[config.mk]
export PLATFORM = sky130hd
export DESIGN_NAME = lcs_cell
export DESIGN_NICKNAME = d
export VERILOG_FILES = /design/src/hdl/lcs_length_core_assert.svh /design/src/hdl/lcs_pkg.sv /design/src/hdl/lcs_cell.sv
export SDC_FILE = /design/constraint.sdc
export NUM_CORES = 1
export LEC_CHECK = 0
export CAP_MARGIN = 20
export CORE_UTILIZATION = 60
export CTS_CLUSTER_SIZE = 28
export DETAILED_ROUTE_END_ITERATION = 8
export DONT_BUFFER_PORTS = 1
export PLACE_DENSITY = 0.76
export SETUP_SLACK_MARGIN = 0.5
export SYNTH_ARGS = -nofsm -noshare
export SYNTH_HDL_FRONTEND = slang
export SYNTH_SLANG_ARGS = --single-unit
[constraint.sdc]
create_clock -name clk -period 2.38 [get_ports clk]
set_clock_uncertainty 0.15 [all_clocks]
set_input_delay 0.357 -clock clk [delete_from_list [all_inputs] [get_ports clk]]
set_output_delay 0.357 -clock clk [all_outputs]
set_load 0.01 [all_outputs]
[src/hdl/lcs_length_core_assert.svh]
// Assertion macros shared by the lcs_length_core RTL.
// Each macro samples on the rising edge of clk and is disabled during reset.
`ifndef LCS_LENGTH_CORE_ASSERT_SVH
`define LCS_LENGTH_CORE_ASSERT_SVH

// A property that must hold at every clock edge outside reset.
`define LCS_ASSERT(lbl, prop, msg) \
    lbl: assert property (@(posedge clk) disable iff (!rst_n) (prop)) else $error(msg);

// An implication from a condition in this cycle to one in the next cycle.
`define LCS_ASSERT_NEXT(lbl, cond, conseq, msg) \
    lbl: assert property (@(posedge clk) disable iff (!rst_n) (cond) |=> (conseq)) \
        else $error(msg);

`endif

[src/hdl/lcs_pkg.sv]
package lcs_pkg;

    localparam int MAX_LEN_DEF = 64;
    localparam int CH_W        = 8;
    localparam int LEN_OUT_W   = 7;

    localparam logic OP_LOAD   = 1'b0;
    localparam logic OP_STREAM = 1'b1;

    typedef struct packed {
        logic            op;
        logic [CH_W-1:0] ch;
        logic            last;
    } item_t;

    typedef struct packed {
        logic [LEN_OUT_W-1:0] lcs_len;
        logic                 truncated;
    } result_t;

    // One character of the streamed string as it moves along the chain.
    typedef struct packed {
        logic            valid;
        logic            last;
        logic [CH_W-1:0] ch;
    } tok_t;

    typedef struct packed {
        logic advance;
        logic clear;
    } cell_ctrl_t;

endpackage

[src/hdl/lcs_cell.sv]
module lcs_cell #(
    parameter int SCORE_W = lcs_pkg::LEN_OUT_W
) (
    input  logic                      clk,
    input  logic                      rst_n,
    input  lcs_pkg::cell_ctrl_t       ctrl,
    input  logic                      wr_en,
    input  logic [lcs_pkg::CH_W-1:0]  wr_ch,
    input  logic                      active,
    input  lcs_pkg::tok_t             tok_in,
    input  logic [SCORE_W-1:0]        diag_in,
    input  logic [SCORE_W-1:0]        left_in,
    output lcs_pkg::tok_t             tok_out,
    output logic [SCORE_W-1:0]        diag_out,
    output logic [SCORE_W-1:0]        left_out
);
    import lcs_pkg::*;

    logic [CH_W-1:0]    ch_reg;
    logic [SCORE_W-1:0] score_reg;
    logic [SCORE_W-1:0] score_next;
    tok_t               tok_reg;
    logic [SCORE_W-1:0] diag_reg;
    logic [SCORE_W-1:0] left_reg;
    logic [SCORE_W-1:0] up;
    logic [SCORE_W-1:0] v;

    always_comb
    begin
        up = score_reg;
        if (ch_reg == tok_in.ch)
        begin
            v = diag_in + SCORE_W'(1);
        end
        else
        begin
            v = (up > left_in) ? up : left_in;
        end
        score_next = score_reg;
        if (ctrl.clear)
        begin
            score_next = '0;
        end
        else if (ctrl.advance && tok_in.valid && active)
        begin
            // The final character of a string leaves the row cleared behind it.
            score_next = tok_in.last ? '0 : v;
        end
    end

    always_ff @(posedge clk or negedge rst_n)
    begin
        if (!rst_n)
        begin
            score_reg <= '0;
            tok_reg   <= '0;
        end
        else
        begin
            score_reg <= score_next;
            if (ctrl.advance)
            begin
                tok_reg <= tok_in;
            end
        end
    end

    always_ff @(posedge clk)
    begin
        if (wr_en)
        begin
            ch_reg <= wr_ch;
        end
        if (ctrl.advance)
        begin
            diag_reg <= up;
            // Cells past the stored string pass the running score through.
            left_reg <= active ? v : left_in;
        end
    end

    assign tok_out  = tok_reg;
    assign diag_out = diag_reg;
    assign left_out = left_reg;

endmodule
Word-level counts from Yosys, hierarchy flattened
Index checks and enable logic that the tools add are counted.

word-level totals
  flip-flop bits (word level) = 39
  input port bits = 38
  output and inout bits = 24
  word-level logic and storage cells = 19

cells by class
  add/sub/neg operators = 1
  order comparisons = 1
  equality and inequality tests = 1
  mux-type cells = 6
  reduce and logical (&&, ||, !) cells = 3

operators with widths
  cell                 count
  $mux 7               6
  $eq 8x8->1           1
  $add 7x1->7 const B  1
  $gt 7x7->1           1
  $logic_and 1x1->1    2
  $reduce_bool 2->1    1

Longest topological paths before layout
  depth in word-level cells = 6
  depth in mapped cells = 8

Least setup slack after synthesis
OpenSTA, ideal clock, no wires.

  path type = register to register
  from = reg score_reg[6]
  to = reg left_reg[0] (netlist: left_out[0]) (data pin)
  library setup time = 0.261 ns
  data arrival time = 1.702 ns
  required time = 1.969 ns
  setup slack = 0.268 ns
  stages on the path, launching flop included = 7
  path buffers = 0
  clock period less this slack = 2.112 ns
  cell sequence = dfrtp_1 -> ha_1 -> nand4_1 -> a21o_1 -> a21oi_2 -> o21ai_2 -> a221o_1

between the ends
  longest elaborated chain between the ends = 4

ends and longest elaborated chain
  element                 RTL line        text
  start, declared         lcs_cell.sv:20  logic [SCORE_W-1:0] score_reg;
  start signal, assigned  lcs_cell.sv:60  score_reg <= score_next;
  $gt 7x7->1              lcs_cell.sv:37  v = (up > left_in) ? up : left_in;
  $mux 7                  lcs_cell.sv:37
  $mux 7                  lcs_cell.sv:31  if (ch_reg == tok_in.ch)
  $mux 7                  lcs_cell.sv:78  left_reg <= active ? v : left_in;
  end signal, assigned    lcs_cell.sv:78
  end, declared           lcs_cell.sv:24  logic [SCORE_W-1:0] left_reg;

No other way between the ends.
A chain may end at the register's enable or synchronous reset.

Worst setup path after layout
  from = reg score_reg[4]
  to = reg left_reg[5] (netlist: left_out[5]) (data pin)

The elaborated chain is that of the path after synthesis.

==> flow_summary.yaml <==
drt:
  via_per_inst: 6.33
  drt-met1-wl_um: 1880
  vias: 1575
  ant_nets: 0
  initialDrtViolationCount: 85
  drt_first_pass_iters: 4
  highest_layer: "met4"
  drc_errors: 0
  wl_per_cell_um: 20.1
  wirelength_um: 5000
  dr_wl_met2_um: 2610
  met3_length_um: 416
critical_path:
  endpoint_kind: "flip-flop"
  r2r-start: "score_reg[4]"
  r2r_cells: 6
  start_kind: "flip-flop"
  rrSetupSlack_ns: 0.27
  critical_path_class: "flip-flop to flip-flop"
  crit_start: "score_reg[4]"
  cp_max_fo: 6
  cp.arrival_ns: 2.07
  worstPathRequired_ns: 2.33
logic_synthesis:
  synth_fa_ha_area_frac: 0.0494
  yosysUniqueCellTypes: 37
  muxShareOfSynthArea: 0.0704
  synth_top_family_by_area: "simple AND/OR/NAND/NOR gates"
  synthArstFlopShare: 0.436
  synth-xor-area-share: 0.0562
  yosys.area_share.simple: 0.135
  synth_top_area_frac: 0.326
  synth_edf_count: 22
  avgSynthCellArea_um2: 12.1
  synth_ff_type: "edfxtp_1"
  syn-num-nets: 214
  yosysTopAreaCell: "edfxtp_1"
  synth-compound-area-share: 0.127
  synth-seq-cells: 39
  ys_seq_area_frac: 0.536
  syn_area_um2: 2030
  synthTopCellsByArea: "edfxtp_1 33%, dfrtp_1 21%, mux2_2 5.6%, xor2_1 5.2%, ha_1 4.9%"
  ys_warn_count: 0
  synthCells: 168
global_route:
  grt_pass1_vias: 1551
  gr-total-overflow: 0
  antenna_found_initial: 0
  track_usage: 0.292
  grt_max_degree: 18
  grt_pass1_wl_um: 7310
final_layout:
  mostFrequentLayoutCell: "edfxtp_1"
  largest_register_ffs: 10
  layout_common_cells: "22 x edfxtp_1, 19 x dlygate4sd3_1, 17 x dfrtp_1, 12 x nand2_1, 11 x xor2_1"
  antenna_cells: 0
  nets: 250
  layout-drive-gt1-share: 0.229
  area_delta_synth_final_pct: 25.6
floorplanning:
  die_area_um2: 3610
  initial_core_util: 0.648
  die-width_um: 60.1
  core-area_um2: 3130
  pin_count: 62
  die_h_um: 60.1
  row_count: 20
cts:
  worstSkewPairLatency_ns: 0.35
  cts_tree: "yes"
  clock-root-buffer: "clkbuf_4"
  htreeDepth: 2
  clock_path_buffers: 2
  cts_inserted_buffers: 5
  numClockSinks: 39
  clk_pin_slew_ns: 0.12
sta:
  slew_headroom: 0.348
  final_max_slew_viol_count: 0
  fin_tns_setup_ns: 0
  timing.final.crit_share: 0.888
  setup_viol: 0
  finalHoldViolations: 0
  worst_pin_slew_ns: 0.974
  fin_crit_ns: 2.11
  fmax_mhz: 473
  rsz0062_at_grt: "true"
placement:
  place_congestion: 0.904
  place_hpwl_um: 3250
  port_buffers: 0
outcome:
  status: "finished clean"
job:
  cap_violations: 0
pwr:
  p_leak_nw: 1.02
  peakVddDrop_uv: 445
  power.density_nw_per_um2: 535
  total_power_mw: 1.36
hold_path:
  min_path_cells: 1
  min_path_type: "input port to flip-flop"
  min-delay-start: "tok_in[4]"
synthesized netlist by cell type (2+ instances only):
master / number
a21o_1: 3
a21oi_1: 5
a221o_1: 7
and2_1: 2
and3_1: 4
clkbuf_1: 4
dfrtp_1: 17
edfxtp_1: 22
ha_1: 8
inv_1: 8
mux2_2: 10
mux2i_1: 3
nand2_1: 12
nand2b_1: 2
nand3_1: 4
nand4_1: 3
nor2_1: 7
nor3_1: 4
nor4_1: 2
nor4_4: 2
o211ai_1: 4
o21ai_0: 4
o31a_1: 2
o31ai_1: 2
or3_1: 4
xor2_1: 12
kinds of logic after synthesis:
group | Yosys count
and+or+nand+nor | 48
AOI/OAI and AO/OA | 34
muxes | 13
adders and majority gates | 8
DFF | 39
buffers and inverters | 13
xor gates and xnor gates | 13
repair_timing:
action                                  in CTS  in global routing
hold buffers                                15                  4
endpoints found under the hold margin       51                  3
pin swaps                                    9                  3
gates resized for setup                     10                  5
endpoints found under the setup margin      13                 14
buffers inserted                            11                  1
path summary, 6_finish.rpt:
kind                                endpoint
min in group asynchronous       score_reg[6]
worst min-delay path              tok_out[4]
max in group asynchronous       score_reg[2]
worst max-delay path             left_out[5]
worst min register to register   diag_out[0]
worst max register to register   left_out[5]
routing by layer:
layer / vias up / global-route usage
li1: 705 / -
met1: 776 / 0.326
met2: 85 / 0.507
met3: 9 / 0.0931
met4: 0 / 0.123
met5: - / 0
power breakdown:
| group | switching [mW] | internal, mW |
|---|---|---|
| combinational | 0.0833 | 0.0864 |
| clock | 0.216 | 0.173 |
| sequential | 0.0396 | 0.762 |
through the flow:
step,hold WS [ns],std cells,util,cell area (µm²),setup WS (ns)
floorplan,-0.0886,168,-,2060,0.322
detailed placement,-0.0882,210,0.675,2110,0.194
global route,0.00106,249,0.813,2540,0.221
finish,0.00530,249,0.813,2540,0.266
global placement,-0.0882,210,0.675,2110,0.233
CTS,0.000594,244,0.789,2470,0.295
cell type report:
type,count,area (µm²)
Clock buffer,7,65.1
Clock inverter,1,7.51
Fill cell,185,584
Inverter,8,30.0
Multi-Input combinational cell,116,970
Sequential cell,39,1090
Tap cell,44,55.1
Timing Repair Buffer,34,330
critical path, cell delays in order, from the launching register on:
cell and delay [ns]:
dfrtp_1 0.44, ha_4 0.28, nand4_1 0.13, a21o_1 0.23
a21oi_4 0.17, o21ai_4 0.10, a221o_1 0.36
Power figures use the tool's default switching activity.
